===== src/rtl/core/i2d_pkg.sv =====
`timescale 1ns / 1ps

package i2d_pkg;

    // Width of the converted value; bits of the input above it are ignored
    localparam int VALUE_WIDTH = 64;

    // Decimal digits needed for the largest VALUE_WIDTH-bit value (log10(2) ~ 0.30103)
    localparam int NUM_DIGITS  = (VALUE_WIDTH * 30103) / 100000 + 1;
    localparam int BCD_WIDTH   = NUM_DIGITS * 4;

    localparam int BIT_CNT_W   = (VALUE_WIDTH > 1) ? $clog2(VALUE_WIDTH) : 1;
    localparam int DIG_CNT_W   = $clog2(NUM_DIGITS + 1);

    localparam int CHAR_WIDTH  = 6;
    localparam logic [CHAR_WIDTH-1:0] ASCII_ZERO  = CHAR_WIDTH'(48);
    localparam logic [CHAR_WIDTH-1:0] ASCII_MINUS = CHAR_WIDTH'(45);

    // Input beat
    typedef struct packed {
        logic        op;
        logic [63:0] value;
    } i2d_req_t;

    // Output beat
    typedef struct packed {
        logic [CHAR_WIDTH-1:0] character;
        logic                  last;
    } i2d_res_t;

    // Controller to datapath commands
    typedef struct packed {
        logic load;
        logic dabble;
        logic emit_sign;
        logic emit_digit;
        logic shift_digit;
        logic last;
    } i2d_cmd_t;

    // Datapath to controller status
    typedef struct packed {
        logic neg;
        logic top_zero;
    } i2d_status_t;

endpackage


===== src/rtl/core/i2d_datapath.sv =====
`timescale 1ns / 1ps

module i2d_datapath
    import i2d_pkg::*;
(
    input  logic        clk,
    input  i2d_req_t    request,
    input  i2d_cmd_t    cmd,
    output i2d_status_t status,
    output i2d_res_t    result
);

    logic [VALUE_WIDTH-1:0] bin_reg;
    logic [VALUE_WIDTH-1:0] bin_next;
    logic [BCD_WIDTH-1:0]   bcd_reg;
    logic [BCD_WIDTH-1:0]   bcd_next;
    logic                   neg_reg;
    logic                   neg_next;
    logic [CHAR_WIDTH-1:0]  char_reg;
    logic [CHAR_WIDTH-1:0]  char_next;
    logic                   last_reg;
    logic                   last_next;

    logic [VALUE_WIDTH-1:0] masked;
    logic                   in_neg;
    logic [BCD_WIDTH-1:0]   adjusted;
    logic [3:0]             top_digit;

    assign masked    = request.value[VALUE_WIDTH-1:0];
    assign in_neg    = request.op & masked[VALUE_WIDTH-1];
    assign top_digit = bcd_reg[BCD_WIDTH-1 -: 4];

    // Add three to every BCD digit of five or more before the shift
    always_comb
    begin
        for (int i = 0; i < NUM_DIGITS; i++)
        begin
            if (bcd_reg[i*4 +: 4] >= 4'd5)
            begin
                adjusted[i*4 +: 4] = bcd_reg[i*4 +: 4] + 4'd3;
            end
            else
            begin
                adjusted[i*4 +: 4] = bcd_reg[i*4 +: 4];
            end
        end
    end

    // Select next value of the working registers
    always_comb
    begin
        bin_next  = bin_reg;
        bcd_next  = bcd_reg;
        neg_next  = neg_reg;
        char_next = char_reg;
        last_next = last_reg;
        if (cmd.load)
        begin
            neg_next = in_neg;
            bin_next = in_neg ? (~masked + VALUE_WIDTH'(1)) : masked;
            bcd_next = '0;
        end
        if (cmd.dabble)
        begin
            bcd_next = {adjusted[BCD_WIDTH-2:0], bin_reg[VALUE_WIDTH-1]};
            bin_next = {bin_reg[VALUE_WIDTH-2:0], 1'b0};
        end
        if (cmd.shift_digit)
        begin
            bcd_next = {bcd_reg[BCD_WIDTH-5:0], 4'd0};
        end
        if (cmd.emit_sign)
        begin
            char_next = ASCII_MINUS;
            last_next = 1'b0;
        end
        if (cmd.emit_digit)
        begin
            char_next = ASCII_ZERO + {{(CHAR_WIDTH-4){1'b0}}, top_digit};
            last_next = cmd.last;
        end
    end

    // Hold payload registers
    always_ff @(posedge clk)
    begin
        bin_reg  <= bin_next;
        bcd_reg  <= bcd_next;
        neg_reg  <= neg_next;
        char_reg <= char_next;
        last_reg <= last_next;
    end

    assign status.neg       = neg_reg;
    assign status.top_zero  = (top_digit == 4'd0);
    assign result.character = char_reg;
    assign result.last      = last_reg;

endmodule


===== src/rtl/core/i2d_ctrl.sv =====
`timescale 1ns / 1ps

module i2d_ctrl
    import i2d_pkg::*;
(
    input  logic        clk,
    input  logic        rst_n,
    input  logic        start,
    input  i2d_status_t status,
    output i2d_cmd_t    cmd,
    output logic        busy,
    output logic        strobe
);

    typedef enum logic [1:0] {
        ST_IDLE,
        ST_CONVERT,
        ST_SIGN,
        ST_DIGITS
    } state_t;

    state_t                 state_reg;
    state_t                 state_next;
    logic [BIT_CNT_W-1:0]   bit_cnt_reg;
    logic [BIT_CNT_W-1:0]   bit_cnt_next;
    logic [DIG_CNT_W-1:0]   dig_cnt_reg;
    logic [DIG_CNT_W-1:0]   dig_cnt_next;
    logic                   started_reg;
    logic                   started_next;
    logic                   strobe_reg;
    logic                   strobe_next;
    logic                   last_digit;

    assign last_digit = (dig_cnt_reg == DIG_CNT_W'(1));

    // Decode commands and next state
    always_comb
    begin
        cmd          = '0;
        state_next   = state_reg;
        bit_cnt_next = bit_cnt_reg;
        dig_cnt_next = dig_cnt_reg;
        started_next = started_reg;
        strobe_next  = 1'b0;
        case (state_reg)
            ST_IDLE:
            begin
                if (start)
                begin
                    cmd.load     = 1'b1;
                    bit_cnt_next = '0;
                    state_next   = ST_CONVERT;
                end
            end
            ST_CONVERT:
            begin
                cmd.dabble   = 1'b1;
                bit_cnt_next = bit_cnt_reg + BIT_CNT_W'(1);
                if (bit_cnt_reg == BIT_CNT_W'(VALUE_WIDTH - 1))
                begin
                    dig_cnt_next = DIG_CNT_W'(NUM_DIGITS);
                    started_next = 1'b0;
                    state_next   = status.neg ? ST_SIGN : ST_DIGITS;
                end
            end
            ST_SIGN:
            begin
                cmd.emit_sign = 1'b1;
                strobe_next   = 1'b1;
                state_next    = ST_DIGITS;
            end
            ST_DIGITS:
            begin
                // Drop leading zeros, but always emit the final digit
                cmd.shift_digit = 1'b1;
                cmd.last        = last_digit;
                cmd.emit_digit  = started_reg | ~status.top_zero | last_digit;
                strobe_next     = cmd.emit_digit;
                started_next    = started_reg | cmd.emit_digit;
                dig_cnt_next    = dig_cnt_reg - DIG_CNT_W'(1);
                if (last_digit)
                begin
                    state_next = ST_IDLE;
                end
            end
            default:
            begin
                state_next = ST_IDLE;
            end
        endcase
    end

    // Hold state, counters and the registered strobe
    always_ff @(posedge clk or negedge rst_n)
    begin
        if (!rst_n)
        begin
            state_reg   <= ST_IDLE;
            bit_cnt_reg <= '0;
            dig_cnt_reg <= '0;
            started_reg <= 1'b0;
            strobe_reg  <= 1'b0;
        end
        else
        begin
            state_reg   <= state_next;
            bit_cnt_reg <= bit_cnt_next;
            dig_cnt_reg <= dig_cnt_next;
            started_reg <= started_next;
            strobe_reg  <= strobe_next;
        end
    end

    assign busy   = (state_reg != ST_IDLE);
    assign strobe = strobe_reg;

endmodule


===== src/rtl/core/int64_to_decimal_ascii.sv =====
`timescale 1ns / 1ps

// Converts a 64-bit value (unsigned, or signed two's complement when op is set)
// to decimal ASCII text, most significant character first, one character per
// strobe beat with last marking the final one; a negative signed value gets a
// leading '-', zero gives "0". The receiver cannot stall: each character is valid on
// result in the single cycle that strobe is high. A value is accepted when
// start is high and busy is low; busy then stays high through the bit-serial
// shift-and-add-3 binary-to-BCD conversion, a sign step when negative, then
// a pass over all 20 BCD digits, in which leading zeros go without a strobe.
// The final character appears in the same cycle that busy falls, so a new
// value may be started while it is shown.
module int64_to_decimal_ascii
    import i2d_pkg::*;
(
    input  logic     clk,
    input  logic     rst_n,
    input  logic     start,
    input  i2d_req_t request,
    output logic     busy,
    output logic     strobe,
    output i2d_res_t result
);

    i2d_cmd_t    cmd;
    i2d_status_t status;
    logic        ctrl_busy;

    i2d_ctrl u_ctrl (
        .clk    (clk),
        .rst_n  (rst_n),
        .start  (start),
        .status (status),
        .cmd    (cmd),
        .busy   (ctrl_busy),
        .strobe (strobe)
    );

    i2d_datapath u_datapath (
        .clk     (clk),
        .request (request),
        .cmd     (cmd),
        .status  (status),
        .result  (result)
    );

    assign busy = ctrl_busy;

endmodule

===== config.mk =====
export PLATFORM = sky130hd
export DESIGN_NAME = int64_to_decimal_ascii
export DESIGN_NICKNAME = d
export VERILOG_FILES = /design/src/rtl/core/i2d_pkg.sv /design/src/rtl/core/i2d_datapath.sv /design/src/rtl/core/i2d_ctrl.sv /design/src/rtl/core/int64_to_decimal_ascii.sv
export SDC_FILE = /design/constraint.sdc
export NUM_CORES = 1
export LEC_CHECK = 0
export BUFFER_PORTS_ARGS = -buffer_cell sky130_fd_sc_hd__buf_2
export CAP_MARGIN = 20
export CORE_AREA = 2 2 135 137
export DETAILED_ROUTE_END_ITERATION = 7
export DIE_AREA = 0 0 137 139
export GPL_TIMING_DRIVEN = 0
export MAX_ROUTING_LAYER = met4
export PLACE_DENSITY = 0.91
export SYNTH_ARGS = -nofsm -noshare
export SYNTH_HDL_FRONTEND = slang
export SYNTH_SLANG_ARGS = --single-unit

===== constraint.sdc =====
create_clock -name clk -period 11.6 [get_ports clk]
set_input_delay 1.74 -clock clk [delete_from_list [all_inputs] [get_ports clk]]
set_output_delay 1.74 -clock clk [all_outputs]
set_load 0.01 [all_outputs]

==> out/qor.txt, run 1 <==
Drt first pass iters -> 7
Worst hold path depth -> 2
Min cycle time layout -> 4131 ps
Synth Area in Simple Gates -> 16.23%
Fmax -> 0.2421 GHz
Die width -> 137 µm
Final wirelength -> 25.30 mm
Placed wire-length estimate -> 17.92 mm
Total power -> 3.301 mW
Slew Viols, Final -> 0
Post-synthesis cell area -> 10,420 µm²
Clock tree buffer depth -> 2
All-Layer GR Usage -> 27.96%
Most used cell, CP -> buf_2
Port buffer count -> 74
Area grow syn2layout -> 12.30%
Setup CP Type -> in -> reg
Max-slew headroom -> 36.60%
Layout cell share with drive strength beyond 1 -> 10.47%
FF-to-FF setup slack -> 8260 ps
Path depth of the worst reg2reg path -> 6
Post_cts resized -> 0
Hold Path Class -> reg -> reg
Core footprint -> 17,660 µm²
PwrDens -> 281.9 nW/µm²
Worst Hold Path EP -> u_datapath.bin_reg[0]$_SDFFE_PP0P_
Mapped Nets -> 1,215
R2R Path Start -> u_ctrl.state_reg[0]$_DFFE_PN0P_
Synth Register Bits -> 166
Vias after detailed routing -> 8,874
Fin nets -> 1,308
IO Pins -> 77
Global-route wire length before repair -> 40.96 mm
Routed WL per cell -> 17.67 µm
# clock sinks -> 166
Area contributors post-synth -> edfxtp_1, ha_1, o21ai_0
Largest net degree at the start of global routing -> 77
Critical-path cell list -> buf_2, nor4_1, and3_1, buf_2, nand4_1, o41ai_1, xor2_1, o21ai_0
Max_cap viols -> 0
GP Congestion -> 0.9705
Root buffer cell -> clkbuf_16
Setup TNS -> 0 ps
DRC Markers -> 0
Top_reg_cell synth -> edfxtp_1
Drt initial violations -> 849
Worst path slowest cell -> nor4_1
Post-synth EDFFs -> 146
Initial antenna violation count -> 0
CP Capture Type -> flip-flop
Max FFs per register -> 80
H-tree depth -> 4
Leakage Power -> 4.218 nW
Worst skew pair latency -> 430 ps
Worst-Margin Slew -> 951.0 ps
Standard-cell rows -> 49
CTS tree -> done
Cell area after layout -> 11,710 µm²
Post-CTS Hold Fix Bufs -> 0
Final core occ -> 66.31%
Final ANT Viol Nets -> 0
Min Hold Slack -> 475.7 ps
Post-synthesis sequential area ratio -> 46.62%
Die Height -> 139 µm
CP Launch Type -> input port
Max stage delay on crit path -> 650 ps
Multiplexer area fraction after synthesis -> 0.6961%
Top cell type's share of synthesized area -> 42.05%
Die ar. -> 19,040 µm²
Ys Warns -> 0
Final period utilization -> 35.61%
Run status -> finished clean
Synthesized instance count -> 1,097
Min-delay src -> u_datapath.bin_reg[0]$_SDFFE_PP0P_
Final hold vios -> 0
Largest area contributor in the netlist -> edfxtp_1
Largest family of logic cells by synthesized area -> compound AO/OA/AOI/OAI gates
Compound-Gate Fraction of Synth Area -> 18.77%
Setup violators final -> 0
RSZ-0062 raised after global routing -> false
Global route overflow -> 0
Yosys cell types -> 58
Post-CTS Setup Inserts -> 0
Dpl cell area -> 11,090 µm²
Buffers and inverters on the worst path -> 2
Critical Path RT -> 11,760 ps
Vias in the first global route -> 8,385
Initial Util -> 59.04%
Worst EP arrival -> 4290 ps
Reg-to-Reg End -> u_datapath.bcd_reg[59]$_DFFE_PP_
Leading cell type in the layout, fill and taps excluded -> edfxtp_1
DR vias/cell -> 6.197
ANT cells -> 0
Clock skew -> 9.638 ps
TritonCTS Buffers -> 17
Peak VDD IR -> 163.5 µV
CP max FO -> 10
Most frequent cells in the layout -> edfxtp_1, nand2_1, o21ai_0
Crit path max-delay family -> simple AND/OR/NAND/NOR gates
Post-synth ARST share -> 9.036%
Avg Cell Area, Syn -> 9.503 µm²
XOR/XNOR Fraction of Synth Area -> 7.645%
Clock slew at reported path FFs -> 70 ps
Post-Synth Adder-Cell Area -> 6.001%
## power breakdown
part           switching [mW]  internal, mW  leakage [nW]
registers               0.212          1.12          1.69
clock network           0.244         0.347         0.287
logic                   0.896         0.481          2.24
total                    1.35          1.95          4.22
## cell families after synthesis
logic type / count (synthesis)
AO/OA/AOI/OAI: 331
adder cells (fa/ha/maj): 50
other: 1
flip-flops: 166
AND/OR/NAND/NOR: 342
buffers and inverters: 109
XOR/XNOR: 91
multiplexers: 7
## worst max path at each step
stage	slack (ps)	to	from	cells past startpoint
final	7470	u_datapath.bin_reg[45]$_DFFE_PP_	request[0]	8
after global routing	7300	u_datapath.bcd_reg[69]$_DFFE_PP_	start	5
after CTS	7510	u_datapath.bcd_reg[59]$_DFFE_PP_	start	5
after detailed placement	7090	u_datapath.bcd_reg[48]$_DFFE_PP_	start	5
after global placement	4310	u_datapath.bcd_reg[51]$_DFFE_PP_	start	5
after floorplan	5690	u_datapath.bcd_reg[10]$_DFFE_PP_	start	5
## tightest hold or removal path, delay by kind of cell, from the launching register on
family             cells  cell delay [ps]
AOI/OAI and AO/OA      1               60
DFF                    1              320
and+or+nand+nor        1               50
## Yosys cell counts, types with 3 or more instances
cell and instances:
a21oi_1 103, o32ai_1 19, nand2_1 123, nor4b_1 3
o31ai_1 27, inv_1 59, nand2b_1 28, or3_1 5
mux2i_1 5, or4_1 5, nand3_1 10, xor2_1 30
nor3b_1 18, o21ai_1 8, dfxtp_1 5, o21ai_0 112
nor2b_1 12, nor4_1 16, o22ai_1 22, and3_1 6
nor2_1 72, clkbuf_1 40, xnor2_1 61, nor3_1 21
a31oi_1 10, or2_2 4, ha_1 50, a22oi_1 11
edfxtp_1 146, dfrtp_1 15, nand4_1 8, buf_1 6
or4_4 4
## layer usage
layer	track usage, %	share of wire (%)
met1	36.64	41
met2	44.17	48
met3	4.751	8.3
met4	9.224	1.9
met5	-	0
## area by class of cell
cell class / instances / area, µm²
fill: 1350 / 5949
sequential: 166 / 4860
timing repair buffer: 74 / 370.4
buffer: 49 / 192.7
clock buffer: 19 / 442.9
clock inverter: 13 / 172.7
inverter: 60 / 227.7
multi-input combinational: 822 / 5155
tap: 229 / 286.5
## stage by stage
| stage | setup WS, ps | std cells |
|---|---|---|
| floorplan | 5694 | 1097 |
| global placement | 4315 | 1400 |
| detailed placement | 7085 | 1400 |
| CTS | 7510 | 1432 |
| global route | 7295 | 1432 |
| finish | 7469 | 1432 |
Power figures use the tool's default switching activity.
==> run 2: changes to the inputs <==
--- a/config.mk
+++ b/config.mk
@@ -7,12 +7,12 @@
 export LEC_CHECK = 0
 export BUFFER_PORTS_ARGS = -buffer_cell sky130_fd_sc_hd__buf_2
 export CAP_MARGIN = 20
-export CORE_AREA = 2 2 135 137
+export CORE_AREA = 2 2 141 143
 export DETAILED_ROUTE_END_ITERATION = 7
-export DIE_AREA = 0 0 137 139
+export DIE_AREA = 0 0 143 145
 export GPL_TIMING_DRIVEN = 0
 export MAX_ROUTING_LAYER = met4
-export PLACE_DENSITY = 0.91
+export PLACE_DENSITY = 0.88
 export SYNTH_ARGS = -nofsm -noshare
 export SYNTH_HDL_FRONTEND = slang
 export SYNTH_SLANG_ARGS = --single-unit
==> constraint.sdc (replaced) <==
create_clock -name clk -period 3.4 [get_ports clk]
set_input_delay 0.51 -clock clk [delete_from_list [all_inputs] [get_ports clk]]
set_output_delay 0.51 -clock clk [all_outputs]
set_load 0.01 [all_outputs]
==> out/qor.txt, run 2 (synthesized netlist as in run 1, its figures left out) <==
Run status -> finished clean
DR vias/cell -> 6.079 (-1.9%)
Max_cap viols -> 0 (unchanged)
IO Pins -> 77 (unchanged)
Initial antenna violation count -> 0 (unchanged)
Buffers and inverters on the worst path -> 4 (+2)
Non-Filler Instances -> 1,472 (+2.8%)
Final hold vios -> 0 (unchanged)
Most used cell, CP -> buf_12
Leakage Power -> 4.222 nW (about the same)
Hold Path Class -> in -> reg
Setup CP Type -> reg -> reg
Setup TNS -> 0 ps (unchanged)
Area grow syn2layout -> 12.82%
Total power -> 11.20 mW (+240%)
Fmax -> 0.3243 GHz
PwrDens -> 952.1 nW/µm² (+240%)
DRC Markers -> 0 (unchanged)
Critical-path cell list -> inv_1, ha_1, nand2_1, nand2b_4, nor2_1, clkinvlp_4, buf_12, buf_12
Multi-input logic area -> 5164 µm² (+0.17%)
Clock slew at reported path FFs -> 70 ps (about the same)
Worst EP arrival -> 3260 ps (-1030 ps)
Max-slew headroom -> 36.96% (+0.36 points)
Cells after DPL -> 1,438 (+2.7%)
All-Layer GR Usage -> 25.56% (-2.4 points)
Min cycle time layout -> 3084 ps
RSZ-0062 raised after global routing -> false
CP max FO -> 33 (+23)
Fin nets -> 1,312 (+0.31%)
Drt first pass iters -> 8 (+1)
Root buffer cell -> clkbuf_16
Largest net degree at the start of global routing -> 66 (-14%)
Vias in the first global route -> 8,596 (+2.5%)
Die width -> 143 µm (+4.4%)
CTS tree -> done
Final period utilization -> 90.70%
Global-route wire length before repair -> 41.67 mm (+1.7%)
Placed wire-length estimate -> 18.33 mm (+2.3%)
Dpl cell area -> 11,180 µm² (+0.78%)
Crit path max-delay family -> simple AND/OR/NAND/NOR gates
Clock tree buffer depth -> 2 (unchanged)
Core footprint -> 19,210 µm² (+8.8%)
Layout cell share with drive strength beyond 1 -> 10.44% (-0.035 points)
Cell area after layout -> 11,760 µm² (+0.46%)
CP Launch Type -> flip-flop
Final ANT Viol Nets -> 0 (unchanged)
Drt initial violations -> 931 (+9.7%)
Worst skew pair latency -> 430 ps (about the same)
H-tree depth -> 4 (unchanged)
TritonCTS Buffers -> 17 (unchanged)
Setup violators final -> 0 (unchanged)
GP Congestion -> 0.9349 (-3.7%)
Max FFs per register -> 80 (unchanged)
Peak VDD IR -> 544.7 µV (+230%)
Initial Util -> 54.28% (-4.8 points)
Die ar. -> 20,740 µm² (+8.9%)
Post-CTS Setup Inserts -> 0 (unchanged)
Global route overflow -> 0 (unchanged)
Post_cts resized -> 0 (unchanged)
Standard-cell rows -> 51 (+4.1%)
CP Capture Type -> flip-flop
Port buffer count -> 74 (unchanged)
Die Height -> 145 µm (+4.3%)
Worst path slowest cell -> nand2_1
ANT cells -> 0 (unchanged)
Worst-Margin Slew -> 936.9 ps (-14.05 ps)
Clock skew -> 8.530 ps (-1.108 ps)
Routed WL per cell -> 17.19 µm (-2.7%)
Register Area -> 4860 µm² (unchanged)
Most frequent cells in the layout -> edfxtp_1, nand2_1, o21ai_0
Leading cell type in the layout, fill and taps excluded -> edfxtp_1
# clock sinks -> 166 (unchanged)
Final wirelength -> 25.31 mm (about the same)
Slew Viols, Final -> 0 (unchanged)
Fillers -> 1,539 (+14%)
Max stage delay on crit path -> 420 ps (-230 ps)
Vias after detailed routing -> 8,949 (+0.85%)
Critical Path RT -> 3580 ps (-8180 ps)
run 2: cell types whose count changed in the layout (fill, tap and decap cells not counted):
cell / change
nand2b_2: +1
clkinv_2: +3
clkinv_4: -1
buf_12: +2
inv_4: -1
clkbuf_1: +1
dlygate4sd3_1: +1
bufinv_16: -1
inv_6: -2
clkbuf_8: -1
clkinv_1: +2
run 2: final timing paths:
check | startpoint | to | slack, ps | cells after the start
hold reg to reg | u_datapath.bin_reg[0]$_SDFFE_PP0P_ | u_datapath.bin_reg[0]$_SDFFE_PP0P_ | 460 | 2
setup reg to reg | u_ctrl.state_reg[0]$_DFFE_PN0P_ | u_datapath.bcd_reg[33]$_DFFE_PP_ | 320 | 8
max in group asynchronous | rst_n | u_ctrl.dig_cnt_reg[1]$_DFFE_PN0P_ | 2600 | 2
hold / removal | request[0] | u_datapath.bin_reg[0]$_SDFFE_PP0P_ | 380 | 3
min in group asynchronous | rst_n | u_ctrl.bit_cnt_reg[1]$_DFFE_PN0P_ | 530 | 2
setup / recovery | u_ctrl.state_reg[0]$_DFFE_PN0P_ | u_datapath.bcd_reg[33]$_DFFE_PP_ | 320 | 8
run 2: worst register-to-register path: stages (launching register included):
cell	delay, ps
dfrtp_1	410
inv_1	110
ha_1	300
nand2_1	420
nand2b_4	360
nor2_1	380
clkinvlp_4	370
buf_12	290
buf_12	190
run 2: where the power goes:
part           leakage (nW)  switching, mW  internal, mW
Clock                 0.268          0.793          1.07
Combinational          2.27           3.08          1.72
Sequential             1.69          0.725          3.80
run 2: per-layer routing:
metal / global-route usage (%) / part of all wire (%)
met1: 34.14 / 43
met2: 39.33 / 47
met4: 9.356 / 2.3
met5: - / 0
met3: 4.323 / 7.8
run 2: layout make-up:
cell class                 instances  share of cell area [%]
multi-input combinational        823                   43.90
sequential                       166                   41.32
clock buffer                      19                   3.681
timing repair buffer              77                   3.574
tap                              265                   2.819
inverter                          60                   1.947
buffer                            49                   1.638
clock inverter                    13                   1.117
run 2: timing repair:
| action | in CTS | in global routing |
|---|---|---|
| setup endpoints to repair | 0 | 64 |
| hold endpoints to repair | 15 | 0 |
| hold buffers | 1 | 0 |
run 2: stage by stage:
step           setup slack, ps  util [%]  hold WS [ps]
3_5_place_dp             51.06     58.20         440.6
4_1_cts                  30.68     61.19         381.7
3_3_place_gp            -816.2     57.99         440.7
6_report                 316.0     61.23         384.9
5_1_grt                  30.82     61.23         382.8
2_1_floorplan            80.54         -         214.4
